===== src/aro_pkg.sv =====
`default_nettype none

package aro_pkg;

    localparam int SAMPLE_W   = 12;
    localparam int IN_DATA_W  = 16;
    localparam int SUM_W      = 16;
    localparam int CFG_W      = 27;
    localparam int CFG_IDX_W  = 2;
    localparam int RANGE_W    = 3;
    localparam int VERDICT_W  = 2;
    localparam int NUM_W      = 37;
    localparam int DIV_W      = 46;
    localparam int DEN_W      = 12;
    localparam int STEP_W     = 6;
    localparam int MUL_A_W    = 28;
    localparam int MUL_B_W    = 24;
    localparam int PROD_W     = 52;
    localparam int MILLI_W    = 47;
    localparam int OUT_DATA_W = 72;

    // block average as a reciprocal multiply, exact for a 16-bit sum and up to 16 samples
    localparam int AVG_SHIFT = 20;

    // divider step count for the milliohm quotient
    localparam logic [STEP_W-1:0] MILLI_STEPS = STEP_W'(DIV_W);

    localparam logic [NUM_W-1:0]   OPEN_OHMS  = 37'd99999999999;
    localparam logic [MILLI_W-1:0] OPEN_MILLI = 47'd99999999999000;

    localparam logic [MUL_B_W-1:0] THRESH_1 = 24'd500;
    localparam logic [MUL_B_W-1:0] THRESH_2 = 24'd9000;
    localparam logic [MUL_B_W-1:0] THRESH_3 = 24'd110000;

    localparam logic [RANGE_W-1:0] RANGE_1 = 3'd1;
    localparam logic [RANGE_W-1:0] RANGE_2 = 3'd2;
    localparam logic [RANGE_W-1:0] RANGE_3 = 3'd3;
    localparam logic [RANGE_W-1:0] RANGE_4 = 3'd4;

    localparam logic [VERDICT_W-1:0] VERDICT_NONE = 2'd0;
    localparam logic [VERDICT_W-1:0] VERDICT_LOW  = 2'd1;
    localparam logic [VERDICT_W-1:0] VERDICT_PASS = 2'd2;
    localparam logic [VERDICT_W-1:0] VERDICT_HIGH = 2'd3;

    localparam logic [CFG_IDX_W-1:0] CFG_GOAL  = 2'd0;
    localparam logic [CFG_IDX_W-1:0] CFG_TOL   = 2'd1;
    localparam logic [CFG_IDX_W-1:0] CFG_AUTO  = 2'd2;
    localparam logic [CFG_IDX_W-1:0] CFG_FIXED = 2'd3;

    typedef struct packed {
        logic              start;
        logic [STEP_W-1:0] steps;
    } div_req_t;

    function automatic logic [RANGE_W-1:0] clamp_range(input logic [RANGE_W-1:0] r);
        logic [RANGE_W-1:0] res;
        if (r < RANGE_1)
            res = RANGE_1;
        else if (r > RANGE_4)
            res = RANGE_4;
        else
            res = r;
        return res;
    endfunction

    function automatic logic [MUL_B_W-1:0] range_k(input logic [RANGE_W-1:0] r);
        logic [MUL_B_W-1:0] k;
        case (r)
            RANGE_1: k = 24'd99;
            RANGE_2: k = 24'd985;
            RANGE_3: k = 24'd10000;
            default: k = 24'd11020000;
        endcase
        return k;
    endfunction

endpackage

`default_nettype wire


===== src/aro_div.sv =====
`default_nettype none

// restoring serial divider, one quotient bit per cycle
module aro_div
    import aro_pkg::*;
(
    input  wire logic             clk,
    input  wire logic             rst_n,
    input  wire div_req_t         req,
    input  wire logic [DIV_W-1:0] dividend,
    input  wire logic [DEN_W-1:0] divisor,
    output logic                  done,
    output logic [DIV_W-1:0]      quotient
);

    logic [DIV_W-1:0]  q_reg;
    logic [DEN_W-1:0]  rem_reg;
    logic [DEN_W-1:0]  den_reg;
    logic [STEP_W-1:0] cnt_reg;
    logic [STEP_W-1:0] cnt_next;
    logic              busy_reg;
    logic              busy_next;
    logic              done_reg;
    logic              done_next;

    logic [DEN_W:0] partial;
    logic [DEN_W:0] diff;
    logic           ge;

    assign partial = {rem_reg, q_reg[DIV_W-1]};
    assign ge      = partial >= {1'b0, den_reg};
    assign diff    = partial - {1'b0, den_reg};

    always_comb
    begin
        cnt_next  = cnt_reg;
        busy_next = busy_reg;
        done_next = 1'b0;
        if (req.start)
        begin
            cnt_next  = req.steps;
            busy_next = 1'b1;
        end
        else if (busy_reg)
        begin
            cnt_next = cnt_reg - 1'b1;
            if (cnt_reg == STEP_W'(1))
            begin
                busy_next = 1'b0;
                done_next = 1'b1;
            end
        end
    end

    always_ff @(posedge clk or negedge rst_n)
    begin
        if (!rst_n)
        begin
            cnt_reg  <= '0;
            busy_reg <= 1'b0;
            done_reg <= 1'b0;
        end
        else
        begin
            cnt_reg  <= cnt_next;
            busy_reg <= busy_next;
            done_reg <= done_next;
        end
    end

    always_ff @(posedge clk)
    begin
        if (req.start)
        begin
            q_reg   <= dividend;
            rem_reg <= '0;
            den_reg <= divisor;
        end
        else if (busy_reg)
        begin
            q_reg   <= {q_reg[DIV_W-2:0], ge};
            rem_reg <= ge ? diff[DEN_W-1:0] : partial[DEN_W-1:0];
        end
    end

    assign done     = done_reg;
    assign quotient = q_reg;

endmodule

`default_nettype wire


===== src/aro_accum.sv =====
`default_nettype none

// block accumulator: sums samples, flags the last one of each block
module aro_accum
    import aro_pkg::*;
#(
    parameter int AVG_COUNT = 10
)
(
    input  wire logic                clk,
    input  wire logic                rst_n,
    input  wire logic                take,
    input  wire logic [SAMPLE_W-1:0] sample,
    output logic                     fire,
    output logic [SUM_W-1:0]         total
);

    localparam int CNT_W = (AVG_COUNT > 2) ? $clog2(AVG_COUNT) : 1;

    logic [SUM_W-1:0] sum_reg;
    logic [SUM_W-1:0] sum_next;
    logic [CNT_W-1:0] cnt_reg;
    logic [CNT_W-1:0] cnt_next;

    assign total = sum_reg + SUM_W'(sample);
    assign fire  = take && (cnt_reg == CNT_W'(AVG_COUNT - 1));

    always_comb
    begin
        sum_next = sum_reg;
        cnt_next = cnt_reg;
        if (fire)
        begin
            sum_next = '0;
            cnt_next = '0;
        end
        else if (take)
        begin
            sum_next = total;
            cnt_next = cnt_reg + 1'b1;
        end
    end

    always_ff @(posedge clk or negedge rst_n)
    begin
        if (!rst_n)
        begin
            sum_reg <= '0;
            cnt_reg <= '0;
        end
        else
        begin
            sum_reg <= sum_next;
            cnt_reg <= cnt_next;
        end
    end

endmodule

`default_nettype wire


===== src/auto_ranging_ohmmeter.sv =====
// auto-ranging ohmmeter, divider-ratio method
// s_tdata carries converter samples; each block of AVG_COUNT samples gives one
// result on m_tdata/m_tuser. cfg_we/cfg_index/cfg_data write goal, tolerance,
// auto mode and fixed range; write them only while no block is in progress.
// s_tready is high while samples are being collected: one sample per cycle.
// after the last sample of a block, s_tready drops while the block is worked
// out: the block average is taken as a reciprocal multiply, the shared
// multiplier forms the numerator, grade bounds and range thresholds, the
// 46-step serial milliohm divide starts at the third multiplier step, and the
// output register is loaded at the end. an open circuit skips the divide.
// a finished result sits in the output register until taken while the next
// block is collected; a block that finishes while the previous result is
// still stalled waits, with s_tready low, until the output register is free.
// reset clears the partial block, sets range 1, auto mode on, grading off.
`default_nettype none

module auto_ranging_ohmmeter
    import aro_pkg::*;
#(
    parameter int AVG_COUNT = 10
)
(
    input  wire logic                  clk,
    input  wire logic                  rst_n,
    input  wire logic                  cfg_we,
    input  wire logic [CFG_IDX_W-1:0]  cfg_index,
    input  wire logic [CFG_W-1:0]      cfg_data,
    input  wire logic                  s_tvalid,
    output logic                       s_tready,
    // [11:0] adc_sample
    input  wire logic [IN_DATA_W-1:0]  s_tdata,
    output logic                       m_tvalid,
    input  wire logic                  m_tready,
    // [46:0] resistance_milliohms, [49:47] range_used, [52:50] next_range,
    // [54:53] verdict, [66:55] average_code
    output logic [OUT_DATA_W-1:0]      m_tdata,
    // [0] open_circuit
    output logic                       m_tuser
);

    typedef enum logic [4:0] {
        S_COLLECT = 5'b00001,
        S_AVG     = 5'b00010,
        S_MUL     = 5'b00100,
        S_DIV     = 5'b01000,
        S_DONE    = 5'b10000
    } state_t;

    localparam logic [2:0] STEP_NUM  = 3'd0;
    localparam logic [2:0] STEP_LO   = 3'd1;
    localparam logic [2:0] STEP_HI   = 3'd2;
    localparam logic [2:0] STEP_T1   = 3'd3;
    localparam logic [2:0] STEP_T2   = 3'd4;
    localparam logic [2:0] STEP_T3   = 3'd5;
    localparam logic [2:0] STEP_LAST = 3'd6;

    localparam logic [MUL_B_W-1:0] AVG_RECIP =
        MUL_B_W'(((1 << AVG_SHIFT) + AVG_COUNT - 1) / AVG_COUNT);

    state_t state_reg;
    state_t state_next;
    logic [2:0] step_reg;
    logic [2:0] step_next;

    logic [CFG_W-1:0]   goal_reg;
    logic [CFG_W-1:0]   tol_reg;
    logic               auto_reg;
    logic [RANGE_W-1:0] fixed_reg;
    logic [RANGE_W-1:0] cur_reg;
    logic [RANGE_W-1:0] cur_next;
    logic               m_tvalid_reg;
    logic               m_tvalid_next;

    logic [SAMPLE_W-1:0]  a_reg;
    logic                 open_reg;
    logic [RANGE_W-1:0]   rng_reg;
    logic [NUM_W-1:0]     num_reg;
    logic [PROD_W-1:0]    prod_reg;
    logic                 le_lo_reg;
    logic                 ge_hi_reg;
    logic                 lt1_reg;
    logic                 lt2_reg;
    logic [RANGE_W-1:0]   nxt_reg;
    logic [VERDICT_W-1:0] verdict_reg;
    logic [OUT_DATA_W-1:0] m_tdata_reg;
    logic                  m_tuser_reg;

    logic                 acc_fire;
    logic [SUM_W-1:0]     acc_total;
    div_req_t             div_req;
    logic [DIV_W-1:0]     div_dividend;
    logic [DEN_W-1:0]     div_divisor;
    logic                 div_done;
    logic [DIV_W-1:0]     div_q;

    logic [MUL_A_W-1:0]   mul_a;
    logic [MUL_B_W-1:0]   mul_b;
    logic [DEN_W-1:0]     den;
    logic [MUL_A_W-1:0]   bound_lo;
    logic [MUL_A_W-1:0]   bound_hi;
    logic                 goal_gt_tol;
    logic                 grade_en;
    logic [PROD_W-1:0]    num_wide;
    logic                 lt3;
    logic [RANGE_W-1:0]   nxt_calc;
    logic [VERDICT_W-1:0] verdict_calc;
    logic [DIV_W-1:0]     num_milli;
    logic                 out_free;
    logic [MILLI_W-1:0]   milli;
    logic [SAMPLE_W-1:0]  avg_code;

    assign s_tready = (state_reg == S_COLLECT);
    assign out_free = !m_tvalid_reg || m_tready;

    aro_accum #(
        .AVG_COUNT (AVG_COUNT)
    ) u_accum (
        .clk    (clk),
        .rst_n  (rst_n),
        .take   (s_tvalid && s_tready),
        .sample (s_tdata[SAMPLE_W-1:0]),
        .fire   (acc_fire),
        .total  (acc_total)
    );

    aro_div u_div (
        .clk      (clk),
        .rst_n    (rst_n),
        .req      (div_req),
        .dividend (div_dividend),
        .divisor  (div_divisor),
        .done     (div_done),
        .quotient (div_q)
    );

    // shared multiplier operands
    assign den         = open_reg ? DEN_W'(1) : a_reg;
    assign goal_gt_tol = goal_reg > tol_reg;
    assign bound_lo    = {1'b0, goal_reg} - {1'b0, tol_reg};
    assign bound_hi    = {1'b0, goal_reg} + {1'b0, tol_reg};
    assign grade_en    = (goal_reg != '0) && (tol_reg != '0);
    assign num_wide    = PROD_W'(num_reg);
    assign num_milli   = DIV_W'(num_reg) * DIV_W'(1000);
    assign avg_code    = prod_reg[AVG_SHIFT +: SAMPLE_W];

    always_comb
    begin
        mul_a = '0;
        mul_b = '0;
        if (state_reg == S_COLLECT)
        begin
            // block sum times the scaled reciprocal of AVG_COUNT
            mul_a = MUL_A_W'(acc_total);
            mul_b = AVG_RECIP;
        end
        else
        begin
            case (step_reg)
                STEP_NUM:
                begin
                    mul_a = MUL_A_W'(13'd4096 - {1'b0, a_reg});
                    mul_b = range_k(rng_reg);
                end
                STEP_LO:
                begin
                    mul_a = bound_lo;
                    mul_b = MUL_B_W'(den);
                end
                STEP_HI:
                begin
                    mul_a = bound_hi;
                    mul_b = MUL_B_W'(den);
                end
                STEP_T1:
                begin
                    mul_a = MUL_A_W'(den);
                    mul_b = THRESH_1;
                end
                STEP_T2:
                begin
                    mul_a = MUL_A_W'(den);
                    mul_b = THRESH_2;
                end
                STEP_T3:
                begin
                    mul_a = MUL_A_W'(den);
                    mul_b = THRESH_3;
                end
                default:
                begin
                    mul_a = '0;
                    mul_b = '0;
                end
            endcase
        end
    end

    // prod_reg holds the product of the previous step
    assign lt3 = num_wide < prod_reg;

    always_comb
    begin
        if (!auto_reg)
            nxt_calc = rng_reg;
        else if (lt1_reg)
            nxt_calc = RANGE_1;
        else if (lt2_reg)
            nxt_calc = RANGE_2;
        else if (lt3)
            nxt_calc = RANGE_3;
        else
            nxt_calc = RANGE_4;

        if (!grade_en)
            verdict_calc = VERDICT_NONE;
        else if (le_lo_reg)
            verdict_calc = VERDICT_LOW;
        else if (ge_hi_reg)
            verdict_calc = VERDICT_HIGH;
        else
            verdict_calc = VERDICT_PASS;
    end

    // sequencer
    always_comb
    begin
        state_next    = state_reg;
        step_next     = step_reg;
        cur_next      = cur_reg;
        m_tvalid_next = m_tvalid_reg && !m_tready;
        div_req       = '{start: 1'b0, steps: MILLI_STEPS};
        div_dividend  = num_milli;
        div_divisor   = a_reg;
        case (state_reg)
            S_COLLECT:
            begin
                if (acc_fire)
                    state_next = S_AVG;
            end
            S_AVG:
            begin
                state_next = S_MUL;
                step_next  = STEP_NUM;
            end
            S_MUL:
            begin
                step_next = step_reg + 1'b1;
                // num_reg is ready here, milliohm divide overlaps the compares
                if (step_reg == STEP_HI && !open_reg)
                    div_req.start = 1'b1;
                if (step_reg == STEP_LAST)
                begin
                    cur_next   = nxt_calc;
                    state_next = S_DIV;
                end
            end
            S_DIV:
            begin
                if (open_reg || div_done)
                    state_next = S_DONE;
            end
            S_DONE:
            begin
                if (out_free)
                begin
                    m_tvalid_next = 1'b1;
                    state_next    = S_COLLECT;
                end
            end
            default:
            begin
                state_next = S_COLLECT;
            end
        endcase
    end

    always_ff @(posedge clk or negedge rst_n)
    begin
        if (!rst_n)
        begin
            state_reg    <= S_COLLECT;
            step_reg     <= STEP_NUM;
            cur_reg      <= RANGE_1;
            m_tvalid_reg <= 1'b0;
            goal_reg     <= '0;
            tol_reg      <= '0;
            auto_reg     <= 1'b1;
            fixed_reg    <= RANGE_1;
        end
        else
        begin
            state_reg    <= state_next;
            step_reg     <= step_next;
            cur_reg      <= cur_next;
            m_tvalid_reg <= m_tvalid_next;
            if (cfg_we)
            begin
                case (cfg_index)
                    CFG_GOAL:  goal_reg  <= cfg_data;
                    CFG_TOL:   tol_reg   <= cfg_data;
                    CFG_AUTO:  auto_reg  <= cfg_data[0];
                    CFG_FIXED: fixed_reg <= cfg_data[RANGE_W-1:0];
                    default:   goal_reg  <= goal_reg;
                endcase
            end
        end
    end

    assign milli = open_reg ? OPEN_MILLI : MILLI_W'(div_q);

    always_ff @(posedge clk)
    begin
        prod_reg <= PROD_W'(mul_a) * PROD_W'(mul_b);

        if (state_reg == S_AVG)
        begin
            a_reg    <= avg_code;
            open_reg <= (avg_code == '0);
            rng_reg  <= auto_reg ? cur_reg : clamp_range(fixed_reg);
        end

        if (state_reg == S_MUL)
        begin
            case (step_reg)
                STEP_LO:   num_reg   <= open_reg ? OPEN_OHMS : prod_reg[NUM_W-1:0];
                STEP_HI:   le_lo_reg <= goal_gt_tol && (num_wide <= prod_reg);
                STEP_T1:   ge_hi_reg <= num_wide >= prod_reg;
                STEP_T2:   lt1_reg   <= num_wide < prod_reg;
                STEP_T3:   lt2_reg   <= num_wide < prod_reg;
                STEP_LAST:
                begin
                    nxt_reg     <= nxt_calc;
                    verdict_reg <= verdict_calc;
                end
                default:   num_reg   <= num_reg;
            endcase
        end

        if (state_reg == S_DONE && out_free)
        begin
            m_tdata_reg <= {5'b0, a_reg, verdict_reg, nxt_reg, rng_reg, milli};
            m_tuser_reg <= open_reg;
        end
    end

    assign m_tvalid = m_tvalid_reg;
    assign m_tdata  = m_tdata_reg;
    assign m_tuser  = m_tuser_reg;

endmodule

`default_nettype wire


===== config.mk =====
export PLATFORM = sky130hd
export DESIGN_NAME = auto_ranging_ohmmeter
export DESIGN_NICKNAME = d
export VERILOG_FILES = /design/src/aro_pkg.sv /design/src/aro_div.sv /design/src/aro_accum.sv /design/src/auto_ranging_ohmmeter.sv
export SDC_FILE = /design/constraint.sdc
export NUM_CORES = 2
export LEC_CHECK = 0
export ABC_AREA = 1
export BUFFER_PORTS_ARGS = -buffer_cell sky130_fd_sc_hd__buf_2
export CAP_MARGIN = 10
export CORE_MARGIN = 10
export CORE_UTILIZATION = 24
export CTS_CLUSTER_DIAMETER = 200
export CTS_CLUSTER_SIZE = 25
export DETAILED_ROUTE_END_ITERATION = 8
export GPL_ROUTABILITY_DRIVEN = 1
export GPL_TIMING_DRIVEN = 1
export HOLD_SLACK_MARGIN = 0.1
export MAX_ROUTING_LAYER = met4
export PLACE_DENSITY = 0.4
export SETUP_SLACK_MARGIN = 0.05
export SLEW_MARGIN = 20
export SYNTH_ARGS = -nofsm -noshare
export SYNTH_HDL_FRONTEND = slang
export SYNTH_HIERARCHICAL = 1
export SYNTH_SLANG_ARGS = --single-unit

===== constraint.sdc =====
create_clock -name clk -period 8.45 [get_ports clk]
set_clock_uncertainty 0.05 [all_clocks]
set_input_delay 1.2675 -clock clk [delete_from_list [all_inputs] [get_ports clk]]
set_output_delay 1.2675 -clock clk [all_outputs]
set_load 0.02 [all_outputs]

==> reports/metrics.cfg <==
[critical_path]
arrival_ns=8.53
critical-path-top-delay-family=adder cells
cpPeakStageDelay_ns=0.52
path_max_fanout=4
critPathSlowestCell=fa_1
rr_worst_depth=35
regToRegSetupSlack_ns=0.42
setup.worst_path.start=s_tdata[0]
cp-start-kind=input pin
cp.required_ns=8.94
path_class=input pin to register
r2r-end=prod_reg[48]
cp-end-kind=register
crit_cells=38
crit_end=prod_reg[45]
crit_buf_inv=12
r2r_start=goal_reg[0]

[cells_and_area]
nNetsFinal=7351
drive_gt1_share_pct=12.31
largest_reg_flops=67
design_area_sq_um=53630
final_cells=8777
fill_cells=21200
area_growth_pct=15.20

[sta]
fmax_mhz=124.4
fin_setup_tns_ns=0
period_share_pct=95.13
relSlewSlack_pct=34.53
grt_setup_unrepaired=true
setup_violations=0
finalHoldViolCount=0
finalMaxSlewViolations=0
worstMarginPinSlew_ns=0.9821
fin_crit_ns=8.038

[clocking]
cts.clk_slew.worst_paths_ns=0.11
hold_buffers=0
cts_buffers=19
cts_root_buf=clkbuf_16
cts_tree=done
clock_sinks=349
htreeDepth=1
clock_latency_ns=0.63
clock_path_buffers=3

[die]
io_pins=125
core_area_sq_um=192800
fp-row-count=161
chipWidth_um=460.4
initial_core_util_pct=24.15
fp.dieH_um=460.4
die_area_sq_um=212000

[routing]
vias=37640
drt-wirelength-per-cell_um=17.41
wirelength_um=152800
drt_iter0_markers=1802
avgViaCountPerCell=4.289
drtAntennaViolNets=0
drt-pass1-iter-count=5
drc=0

[yosys]
synth.distinct_cells=69
synth_area_per_cell_sq_um=7.997
syn_area_sq_um=46560
synth_seq_cells=349
seq_area_frac_synth_pct=20.09
synth_warnings=6
syn_inst=5822
ys_async_sr_fraction_pct=28.08
synth_edf_count=187
synth_flop_cell=edfxtp_1

[grt]
gr-usage-all-layers_pct=14.77
grt_pass1_vias=39500
grt_pass1_wl_um=237400
antenna_found_initial=1
grt_max_degree=68
grt_overflow=0

[placed_design]
dp.cells=8729
io_buffers=115
hpwl_um=130800
dpl-instance-area_sq_um=52540
gp_congestion=0.9057

[min_path]
hp-class=register to register

[flow_run]
max_cap_violations=0

[run_status]
outcome=completed

## synth_stat cells (all sizes together) (4+ instances only)
library cell	instances	area, sq um
fa	573	11470
buf	87	595.6
a21o	13	97.59
a21oi	223	1157
nor4	26	190.2
dfxtp	64	1281
o211ai	7	52.55
o21bai	25	187.7
nand3b	10	75.07
xnor2	25	219.0
nand2	1297	5086
a22o	4	35.03
inv	1362	5120
o22ai	4	25.02
ha	494	6181
or2	25	156.4
dfrtp	94	2352
nand4	74	462.9
a21boi	13	97.60
xor2	64	568.1
and3	5	31.28
and2	13	85.09
a31oi	19	118.9
edfxtp	187	5615
nor3	53	285.3
o21a	7	52.55
nor2	500	1958
nand3	323	1719
dfstp	4	105.1
o21ai	173	880.8
clkbuf	35	131.4
## what timing repair did
action / 4_1_cts / 5_1_grt
buffers inserted: 0 / 9
endpoints found under the setup margin: 3 / 35
gates resized for setup: 1 / 121
cloned: 0 / 1
pin swaps: 0 / 10
## how the worst min path moves through the flow
stage | start | end | slack (ns) | cells past startpoint
after detailed placement | verdict_reg[1] | m_tdata[54] | 0.36 | 0
after global routing | verdict_reg[1] | m_tdata[54] | 0.38 | 0
after CTS | verdict_reg[1] | m_tdata[54] | 0.38 | 0
after floorplan | nxt_reg[0] | m_tdata[50] | 0.35 | 0
final | verdict_reg[1] | m_tdata[54] | 0.38 | 0
after global placement | verdict_reg[0] | m_tdata[53] | 0.35 | 0
## cell type report
cell class	instances	area, sq um	share of cell area [%]
flip-flops and latches	349	9355	17.44
inverters	1364	5134	9.572
repair buffers	463	3391	6.322
multi-input cells	4037	32010	59.67
well taps	2526	3161	5.893
clock inverters	6	68.82	0.1283
diodes	4	10.01	0.01866
clock buffers	28	509.2	0.9495
## kinds of logic after synthesis
family / count (synthesis) / share of synthesized area (%)
and+or+nand+nor: 2328 / 21.62
AOI/OAI and AO/OA: 501 / 6.098
xor gates and xnor gates: 89 / 1.690
DFF: 349 / 20.09
adders and majority gates: 1067 / 37.91
buffers and inverters: 1486 / 12.57
other: 2 / 0.01613
## cell usage in the layout (no fill, tap or decap), types with 22 or more instances in the layout
cell type  synthesis  layout
edfxtp_1         187     187
fa_1             573     570
nand2_1         1238    1224
or2_2             24      24
dfxtp_1           64      64
o21ai_0          158     147
ha_1             494     470
a21oi_1          216     200
nand3_1          304     300
conb_1             2      51
nand4_1           74      74
buf_4             19     333
buf_2             44     114
nor2_2            14      29
inv_2             33      34
xnor2_1           25      25
inv_1           1326    1323
nor2_1           481     463
o21bai_1          25      24
nand2_2           45      51
dfrtp_1           94      93
nand3_2           18      22
xor2_1            63      61
nor3_1            49      47
## metal layers
metal | wire length [um] | vias up | GRT usage (%)
li1 | - | 18690 | -
met1 | 68720 | 18300 | 18.71
met2 | 76070 | 535 | 25.83
met3 | 4048 | 125 | 0.8541
met4 | 3964 | 0 | 3.386
met5 | 0 | - | -
## per-stage QoR
stage          util, %  setup slack (ns)  hold WS [ns]
6_report         27.82            0.4117        0.3792
5_1_grt          27.82           0.03005        0.3838
4_1_cts          27.55            0.1315        0.3825
3_5_place_dp     27.25           -0.5346        0.3571
3_3_place_gp     27.24           -0.5272        0.3543
2_1_floorplan        -            0.4306        0.3503
Power is left out: the tool's default activity adds up to more than one toggle a clock period on the data nets, which glitch-free logic cannot reach.
